### src/hw/rtl/hex_digits_to_float_bits_top_macros.svh
// ----------------------------------------------------------------------------
// Assertion macros
// Concurrent assertion wrappers, empty when SYNTHESIS is defined.
// ----------------------------------------------------------------------------
`ifndef HEX_DIGITS_TO_FLOAT_BITS_TOP_MACROS_SVH
`define HEX_DIGITS_TO_FLOAT_BITS_TOP_MACROS_SVH

`ifndef SYNTHESIS
// same-cycle implication
`define HDFB_ASSERT_IMPL(lbl, clk, rst_n, ante, cons) \
	lbl: assert property (@(posedge clk) disable iff (!rst_n) (ante) |-> (cons)) \
		else $error("hdfb assertion failed");
// next-cycle implication
`define HDFB_ASSERT_NEXT(lbl, clk, rst_n, ante, cons) \
	lbl: assert property (@(posedge clk) disable iff (!rst_n) (ante) |=> (cons)) \
		else $error("hdfb assertion failed");
`else
`define HDFB_ASSERT_IMPL(lbl, clk, rst_n, ante, cons)
`define HDFB_ASSERT_NEXT(lbl, clk, rst_n, ante, cons)
`endif

`endif

### src/hw/rtl/hdfb_pkg.sv
// ----------------------------------------------------------------------------
// hdfb_pkg
// Types, constants and helpers for the hex significand packer.
// ----------------------------------------------------------------------------
package hdfb_pkg;

	localparam int SIG_W     = 64;
	localparam int DIG_W     = 5;
	localparam int EXP_W     = 18;
	localparam int EB_W      = 19;
	localparam int NIB_COUNT = SIG_W / 4;

	localparam logic [DIG_W-1:0] MAX_HEX_DIGITS = 5'd16;
	localparam logic [EB_W-1:0]  EXT_BIAS       = 19'h03FFF;
	localparam logic [EB_W-1:0]  DBL_BIAS       = 19'h003FF;
	localparam logic [EB_W-1:0]  EXT_MAX        = 19'h07FFF;
	localparam logic [EB_W-1:0]  DBL_MAX        = 19'h007FF;
	localparam int               DBL_DROP       = 12;

	typedef enum logic [1:0] {
		ST_IDLE,
		ST_TAKE,
		ST_NORM,
		ST_FINISH
	} state_t;

	// ASCII to digit value, same wrap rules as the number parser
	function automatic logic [3:0] hex_nibble(input logic [7:0] ch);
		logic [31:0] c;
		logic [31:0] v;
		c = {24'd0, ch};
		v = c - 32'd48;
		if (v > 32'd9) begin
			v = c - 32'd65 + 32'd10;
			if (v > 32'd15) begin
				v = c - 32'd97 + 32'd10;
			end
		end
		return v[3:0];
	endfunction

	// leading zero count of a nonzero byte
	function automatic logic [2:0] lz8(input logic [7:0] b);
		logic [2:0] n;
		n = 3'd0;
		for (int i = 0; i < 8; i++) begin
			if (b[i]) begin
				n = 3'(7 - i);
			end
		end
		return n;
	endfunction

endpackage

### src/hw/rtl/hex_digits_to_float_bits_top.sv
// ----------------------------------------------------------------------------
// hex_digits_to_float_bits_top
// Packs hex digits into a 64-bit significand, normalizes it and emits the
// x87 extended fields and the IEEE double bits.
// ----------------------------------------------------------------------------
// channel  | handshake        | payload
// ---------+------------------+-----------------------------------------------
// digit in | start / busy     | hex_char, start_exponent, first_char, last_char
// result   | done (1 cycle)   | double_bits, ext_significand,
//          |                  | ext_biased_exponent, final_exponent,
//          |                  | zero_significand, range_error
//
// A digit is accepted in ST_IDLE and inserted in ST_TAKE. The last digit of
// a nonzero number adds the normalize loop in ST_NORM, one shift per cycle
// through the shared shifter (a byte while the top byte is clear, then its
// leading zeros), then the pack in ST_FINISH; the result strobes on done. An
// all-zero number skips both. arst_n clears the sequencer and the accumulator.
// The result port cannot be stalled; done marks each result for exactly one cycle.
// ----------------------------------------------------------------------------
`include "hex_digits_to_float_bits_top_macros.svh"

module hex_digits_to_float_bits_top (
	input  logic                              clk,
	input  logic                              arst_n,
	input  logic                              start,
	output logic                              busy,
	input  logic [7:0]                        hex_char,
	input  logic signed [15:0]                start_exponent,
	input  logic                              first_char,
	input  logic                              last_char,
	output logic                              done,
	output logic [hdfb_pkg::SIG_W-1:0]        double_bits,
	output logic [hdfb_pkg::SIG_W-1:0]        ext_significand,
	output logic [14:0]                       ext_biased_exponent,
	output logic signed [15:0]                final_exponent,
	output logic                              zero_significand,
	output logic                              range_error
);

	hdfb_pkg::state_t state_q, state_d;

	logic [hdfb_pkg::SIG_W-1:0] acc_q;
	logic [hdfb_pkg::DIG_W-1:0] digits_q;
	logic [hdfb_pkg::EXP_W-1:0] exp_q;

	logic [7:0]  char_q;
	logic [15:0] sexp_q;
	logic        first_q;
	logic        last_q;

	logic                       done_q;
	logic [hdfb_pkg::SIG_W-1:0] dbl_q;
	logic [hdfb_pkg::SIG_W-1:0] sig_q;
	logic [14:0]                ebx_q;
	logic [15:0]                fexp_q;
	logic                       zero_q;
	logic                       rerr_q;

	logic                       accept;
	logic [hdfb_pkg::SIG_W-1:0] acc_take;
	logic [hdfb_pkg::DIG_W-1:0] dig_take;
	logic [hdfb_pkg::EXP_W-1:0] exp_take;
	logic [3:0]                 nib;
	logic                       top_zero;
	logic [2:0]                 lz;
	logic [3:0]                 sh_amt;
	logic [hdfb_pkg::EXP_W-1:0] exp_fin;
	logic [hdfb_pkg::EB_W-1:0]  eb;
	logic [hdfb_pkg::EB_W-1:0]  db;
	logic                       rng_bad;

	assign accept = start && (state_q == hdfb_pkg::ST_IDLE);
	assign busy   = (state_q != hdfb_pkg::ST_IDLE);

	// digit insert: first mark restarts the number, then place the nibble
	always_comb begin
		logic [hdfb_pkg::SIG_W-1:0] a;
		logic [hdfb_pkg::DIG_W-1:0] d;
		logic [hdfb_pkg::EXP_W-1:0] e;
		a   = acc_q;
		d   = digits_q;
		e   = exp_q;
		nib = hdfb_pkg::hex_nibble(char_q);
		if (first_q) begin
			a = '0;
			d = '0;
			e = {{(hdfb_pkg::EXP_W-16){sexp_q[15]}}, sexp_q};
		end
		if (d < hdfb_pkg::MAX_HEX_DIGITS) begin
			for (int i = 0; i < hdfb_pkg::NIB_COUNT; i++) begin
				if (d[3:0] == 4'(hdfb_pkg::NIB_COUNT - 1 - i)) begin
					a[i*4 +: 4] = a[i*4 +: 4] | nib;
				end
			end
			d = d + hdfb_pkg::DIG_W'(1);
			e = e + hdfb_pkg::EXP_W'(4);
		end
		acc_take = a;
		dig_take = d;
		exp_take = e;
	end

	// shared normalize shifter: 8 bits at a time while the top byte is clear
	assign top_zero = (acc_q[63:56] == 8'd0);
	assign lz       = hdfb_pkg::lz8(acc_q[63:56]);
	assign sh_amt   = top_zero ? 4'd8 : {1'b0, lz};

	// exponent biasing
	assign exp_fin = exp_q - hdfb_pkg::EXP_W'(1);
	assign eb = {exp_fin[hdfb_pkg::EXP_W-1], exp_fin} + hdfb_pkg::EXT_BIAS;
	assign db = {exp_fin[hdfb_pkg::EXP_W-1], exp_fin} + hdfb_pkg::DBL_BIAS;
	assign rng_bad = eb[hdfb_pkg::EB_W-1] || (!eb[hdfb_pkg::EB_W-1] && eb > hdfb_pkg::EXT_MAX)
		|| db[hdfb_pkg::EB_W-1] || (!db[hdfb_pkg::EB_W-1] && db > hdfb_pkg::DBL_MAX);

	always_comb begin
		state_d = state_q;
		unique case (state_q)
			hdfb_pkg::ST_IDLE: begin
				if (start) begin
					state_d = hdfb_pkg::ST_TAKE;
				end
			end
			hdfb_pkg::ST_TAKE: begin
				if (last_q && acc_take != '0) begin
					state_d = hdfb_pkg::ST_NORM;
				end else begin
					state_d = hdfb_pkg::ST_IDLE;
				end
			end
			hdfb_pkg::ST_NORM: begin
				if (!top_zero) begin
					state_d = hdfb_pkg::ST_FINISH;
				end
			end
			hdfb_pkg::ST_FINISH: begin
				state_d = hdfb_pkg::ST_IDLE;
			end
			default: state_d = hdfb_pkg::ST_IDLE;
		endcase
	end

	always_ff @(posedge clk or negedge arst_n) begin
		if (!arst_n) begin
			state_q <= hdfb_pkg::ST_IDLE;
		end else begin
			state_q <= state_d;
		end
	end

	// captured transaction
	always_ff @(posedge clk) begin
		if (accept) begin
			char_q  <= hex_char;
			sexp_q  <= start_exponent;
			first_q <= first_char;
			last_q  <= last_char;
		end
	end

	// accumulator and exponent
	always_ff @(posedge clk or negedge arst_n) begin
		if (!arst_n) begin
			acc_q    <= '0;
			digits_q <= '0;
			exp_q    <= '0;
		end else begin
			case (state_q)
				hdfb_pkg::ST_TAKE: begin
					if (last_q && acc_take == '0) begin
						acc_q    <= '0;
						digits_q <= '0;
						exp_q    <= '0;
					end else begin
						acc_q    <= acc_take;
						digits_q <= dig_take;
						exp_q    <= exp_take;
					end
				end
				hdfb_pkg::ST_NORM: begin
					acc_q <= acc_q << sh_amt;
					exp_q <= exp_q - {{(hdfb_pkg::EXP_W-4){1'b0}}, sh_amt};
				end
				hdfb_pkg::ST_FINISH: begin
					acc_q    <= '0;
					digits_q <= '0;
					exp_q    <= '0;
				end
				default: ;
			endcase
		end
	end

	always_ff @(posedge clk or negedge arst_n) begin
		if (!arst_n) begin
			done_q <= 1'b0;
		end else begin
			done_q <= ((state_q == hdfb_pkg::ST_TAKE) && last_q && acc_take == '0)
				|| (state_q == hdfb_pkg::ST_FINISH);
		end
	end

	// result registers
	always_ff @(posedge clk) begin
		if (state_q == hdfb_pkg::ST_TAKE && last_q && acc_take == '0) begin
			dbl_q  <= '0;
			sig_q  <= '0;
			ebx_q  <= '0;
			fexp_q <= '0;
			zero_q <= 1'b1;
			rerr_q <= 1'b0;
		end else if (state_q == hdfb_pkg::ST_FINISH) begin
			dbl_q  <= {1'b0, db[10:0], acc_q[62:hdfb_pkg::DBL_DROP-1]};
			sig_q  <= acc_q;
			ebx_q  <= eb[14:0];
			fexp_q <= exp_fin[15:0];
			zero_q <= 1'b0;
			rerr_q <= rng_bad;
		end
	end

	assign done                = done_q;
	assign double_bits         = dbl_q;
	assign ext_significand     = sig_q;
	assign ext_biased_exponent = ebx_q;
	assign final_exponent      = fexp_q;
	assign zero_significand    = zero_q;
	assign range_error         = rerr_q;

	`HDFB_ASSERT_IMPL(a_zero_clean, clk, arst_n, done && zero_significand, ext_significand == '0 && !range_error)
	`HDFB_ASSERT_IMPL(a_norm_lead, clk, arst_n, done && !zero_significand, ext_significand[63])
	`HDFB_ASSERT_NEXT(a_busy_after, clk, arst_n, start && !busy, busy)
	`HDFB_ASSERT_NEXT(a_single_done, clk, arst_n, done, !done)

endmodule

### config.mk
export PLATFORM = sky130hd
export DESIGN_NAME = hex_digits_to_float_bits_top
export DESIGN_NICKNAME = d
export VERILOG_FILES = /design/src/hw/rtl/hdfb_pkg.sv /design/src/hw/rtl/hex_digits_to_float_bits_top.sv
export VERILOG_INCLUDE_DIRS = /design/src /design/src/hw/rtl
export SDC_FILE = /design/constraint.sdc
export NUM_CORES = 1
export LEC_CHECK = 0
export ABC_CLOCK_PERIOD_IN_PS = 11730
export BUFFER_PORTS_ARGS = -buffer_cell sky130_fd_sc_hd__buf_2
export CORE_ASPECT_RATIO = 1.1
export CORE_MARGIN = 4
export CORE_UTILIZATION = 30
export CTS_CLUSTER_DIAMETER = 150
export DETAILED_ROUTE_END_ITERATION = 10
export GPL_TIMING_DRIVEN = 1
export PLACE_DENSITY = 0.55
export SYNTH_ARGS = -nofsm -noshare
export SYNTH_HDL_FRONTEND = slang
export SYNTH_SLANG_ARGS = --single-unit
export TNS_END_PERCENT = 10
### constraint.sdc
create_clock -name clk -period 11.73 [get_ports clk]
set_input_delay 1.173 -clock clk [delete_from_list [all_inputs] [get_ports clk]]
set_output_delay 1.173 -clock clk [all_outputs]
set_load 0.005 [all_outputs]
==> out/qor.csv <==
metric,value,unit
outcome,finished clean,
Die X,214,microns
Synth Net Count,1710,
WP data required,12.11,ns
"Clk Latency, worst-skew pair",0.55,ns
GRT Overall Usage,0.175,
setup repair bufs after CTS,0,
ys async rst share,0.421,
most common library cell in the layout ignoring fill and taps,nand2_1,
# clock sinks,214,
num ports,192,
layout cells sized above 1,0.192,
crit path DAT,5.12,ns
main flop type after synthesis,dfxtp_1,
DP HPWL,32100,microns
CTS tree,yes,
P&R area growth vs syn,12.6,%
Port Buffers,190,
"commonest cells after routing, fill and taps aside","nand2_1 (314), buf_2 (189), a21oi_1 (134)",
Fin Setup TNS,0,ns
Final min period,4.74,ns
core box area,0.0460,sq mm
Hold Crit Class,register to register,
Initial Util,0.306,
H-Tree Depth,1,
FMAX,211,MHz
fin crit share,0.404,
Slew Limit Fails,0,
CP Buf/Inv Count,4,
global route total overflow,0,
Final Hold Viols,0,
Max transition margin,0.199,
Routed wire per std cell,20.1,microns
largest net degree at the start of global routing,98,
clock root buffer,clkbuf_16,
Vias,12985,
Mapped Cells,1664,
Die Ht,235,microns
Iteration-0 DRC Markers,1177,
Post-synth EDFFs,26,
critical path endpoint category,register,
CP Max Fanout,97,
syn avg cell area,8.45,sq um
number of warnings issued by yosys,0,
GP Congestion,0.872,
Detail Route Antenna Nets,0,
"Critical Path, Cell by Cell",buf_4 > inv_1 > nand2_1 > inv_1 > ha_1 > and3_1 > a2111oi_0 > a21oi_1 > nor4_1 > nand4_2 > nor3_4 > buf_4 > nor3_1,
Pleak,6.22,nW
clk buf depth,3,
sequential fraction of the synthesis area,0.355,
hold bufs inserted after CTS,0,
antenna violations before repair,0,
Crit Path Category,register to register,
Setup Skew,0.0144,ns
ANT cells,0,
clock transition at the registers of the reported paths,0.06,ns
PwrDens,290,mW/mm^2
Rows,82,
Post-Synthesis Cell Area,0.0141,sq mm
Synth Register Bits,214,
"delay-heaviest family, CP",buffers and inverters,
dpl cell area,0.0149,sq mm
Worst setup SP type,register,
total CTS buffers,26,
fin area,0.0158,sq mm
final routed DRC violation total,0,
vias in the first global route,12573,
DRT Wirelength,46500,microns
die area,0.0504,sq mm
DR vias/cell,5.62,
Crit-path slowest cell,buf_4,
Max rail drop VDD,0.000132,V
post_cts resized,0,
first-pass iteration count of the detailed router,6,
global-route wire length before repair,73600,microns
Crit path largest cell delay,0.70,ns
final setup fails,0,
fillers,4898,
Nets,1748,
Netlist cell types,79,
RSZ-0062 raised after global routing,no,
Max-Cap Viols,0,
actual slew at the worst max-slew pin,1.19,ns
logic make-up after synthesis:
family          synth area share
simple gates               0.197
xor+xnor                  0.0392
buf+inv                   0.0806
flops                      0.355
mux                        0.109
other cells             0.000267
fa+ha+maj                 0.0157
compound gates             0.203
final timing paths:
path	start	end	slack, ns	cells past startpoint
max	first_q	final_exponent[11]	6.99	13
min	zero_significand	zero_significand	0.45	1
max reg2reg	first_q	final_exponent[11]	6.99	13
min reg2reg	zero_significand	zero_significand	0.45	1
max in group asynchronous	arst_n	acc_q[30]	9.94	2
min in group asynchronous	arst_n	exp_q[15]	0.52	1
final cells by class:
type,count,area [sq um],share of cell area
clock inverter,8,144,0.00909
sequential,214,5000,0.316
clock buffer,40,793,0.0501
timing repair buffer,208,1090,0.0688
multi-input combinational,1224,7970,0.503
tap,588,736,0.0465
inverter,28,105,0.00664
worst reg2reg max path, stage by stage (launching register included):
cell and delay [ns]:
edfxtp_1 0.32, buf_4 0.40, inv_1 0.49, nand2_1 0.25, inv_1 0.08, ha_1 0.33
and3_1 0.26, a2111oi_0 0.42, a21oi_1 0.13, nor4_1 0.32, nand4_2 0.29, nor3_4 0.24
buf_4 0.70, nor3_1 0.34
power breakdown:
part,internal (W),leakage [nW],switching (W)
Combinational,0.000934,3.51,0.00136
Clock,0.000552,0.462,0.000327
Sequential,0.00102,2.25,0.000397
registers in the layout, summed over array words and instances (netlist names), named ones only:
signal / cells
acc_q: 64
ext_significand: 64
exp_q: 18
final_exponent: 16
sexp_q: 16
ext_biased_exponent: 15
char_q: 8
digits_q: 5
done: 1
double_bits: 1
first_q: 1
last_q: 1
range_error: 1
state_q: 1
zero_significand: 1
metal layers:
layer | vias to the layer above | GRT usage | share of wire
met5 | - | 0 | 0
met4 | 0 | 0.0472 | 0.026
met3 | 93 | 0.0232 | 0.066
met2 | 519 | 0.301 | 0.49
met1 | 6307 | 0.234 | 0.42
li1 | 6066 | - | -
cell usage after synthesis (10+ instances only):
| master | count | area share |
|---|---|---|
| nand2_1 | 315 | 0.084 |
| a21oi_1 | 134 | 0.048 |
| clkbuf_1 | 108 | 0.029 |
| nor2_1 | 106 | 0.028 |
| dfxtp_1 | 98 | 0.14 |
| dfrtp_1 | 90 | 0.16 |
| o21ai_0 | 68 | 0.024 |
| buf_4 | 63 | 0.034 |
| mux4_2 | 46 | 0.074 |
| a22oi_1 | 45 | 0.024 |
| mux2i_1 | 45 | 0.032 |
| o22ai_1 | 43 | 0.019 |
| xnor2_1 | 41 | 0.026 |
| nand3_1 | 36 | 0.013 |
| nor3_1 | 27 | 0.0096 |
| edfxtp_1 | 26 | 0.056 |
| inv_1 | 26 | 0.0069 |
| nor4_1 | 25 | 0.011 |
| xor2_1 | 22 | 0.014 |
| a211oi_1 | 20 | 0.011 |
| ha_1 | 16 | 0.014 |
| a221o_1 | 15 | 0.011 |
| buf_2 | 15 | 0.0053 |
| nor2b_1 | 15 | 0.0067 |
| a311oi_1 | 14 | 0.0087 |
| and2_1 | 12 | 0.0053 |
| nand2b_1 | 12 | 0.0053 |
| and3_1 | 11 | 0.0049 |
| nand4_1 | 11 | 0.0049 |
| o32ai_1 | 11 | 0.0068 |
| or4_1 | 10 | 0.0053 |
metrics by stage:
| step | hold WS [ns] | utilization | std cells | total power (W) | worst slack, ns |
|---|---|---|---|---|---|
| 2_1_floorplan | 0.448 | - | 1664 | 0.00301 | 7.97 |
| 3_3_place_gp | 0.434 | 0.324 | 2262 | 0.00368 | 7.09 |
| 3_5_place_dp | 0.440 | 0.324 | 2262 | 0.00371 | 6.98 |
| 4_1_cts | 0.454 | 0.344 | 2310 | 0.00461 | 6.98 |
| 5_1_grt | 0.477 | 0.344 | 2310 | 0.00490 | 6.56 |
| 6_report | 0.448 | 0.344 | 2310 | 0.00459 | 6.99 |
No activity file was read; power rests on OpenSTA's default activity.
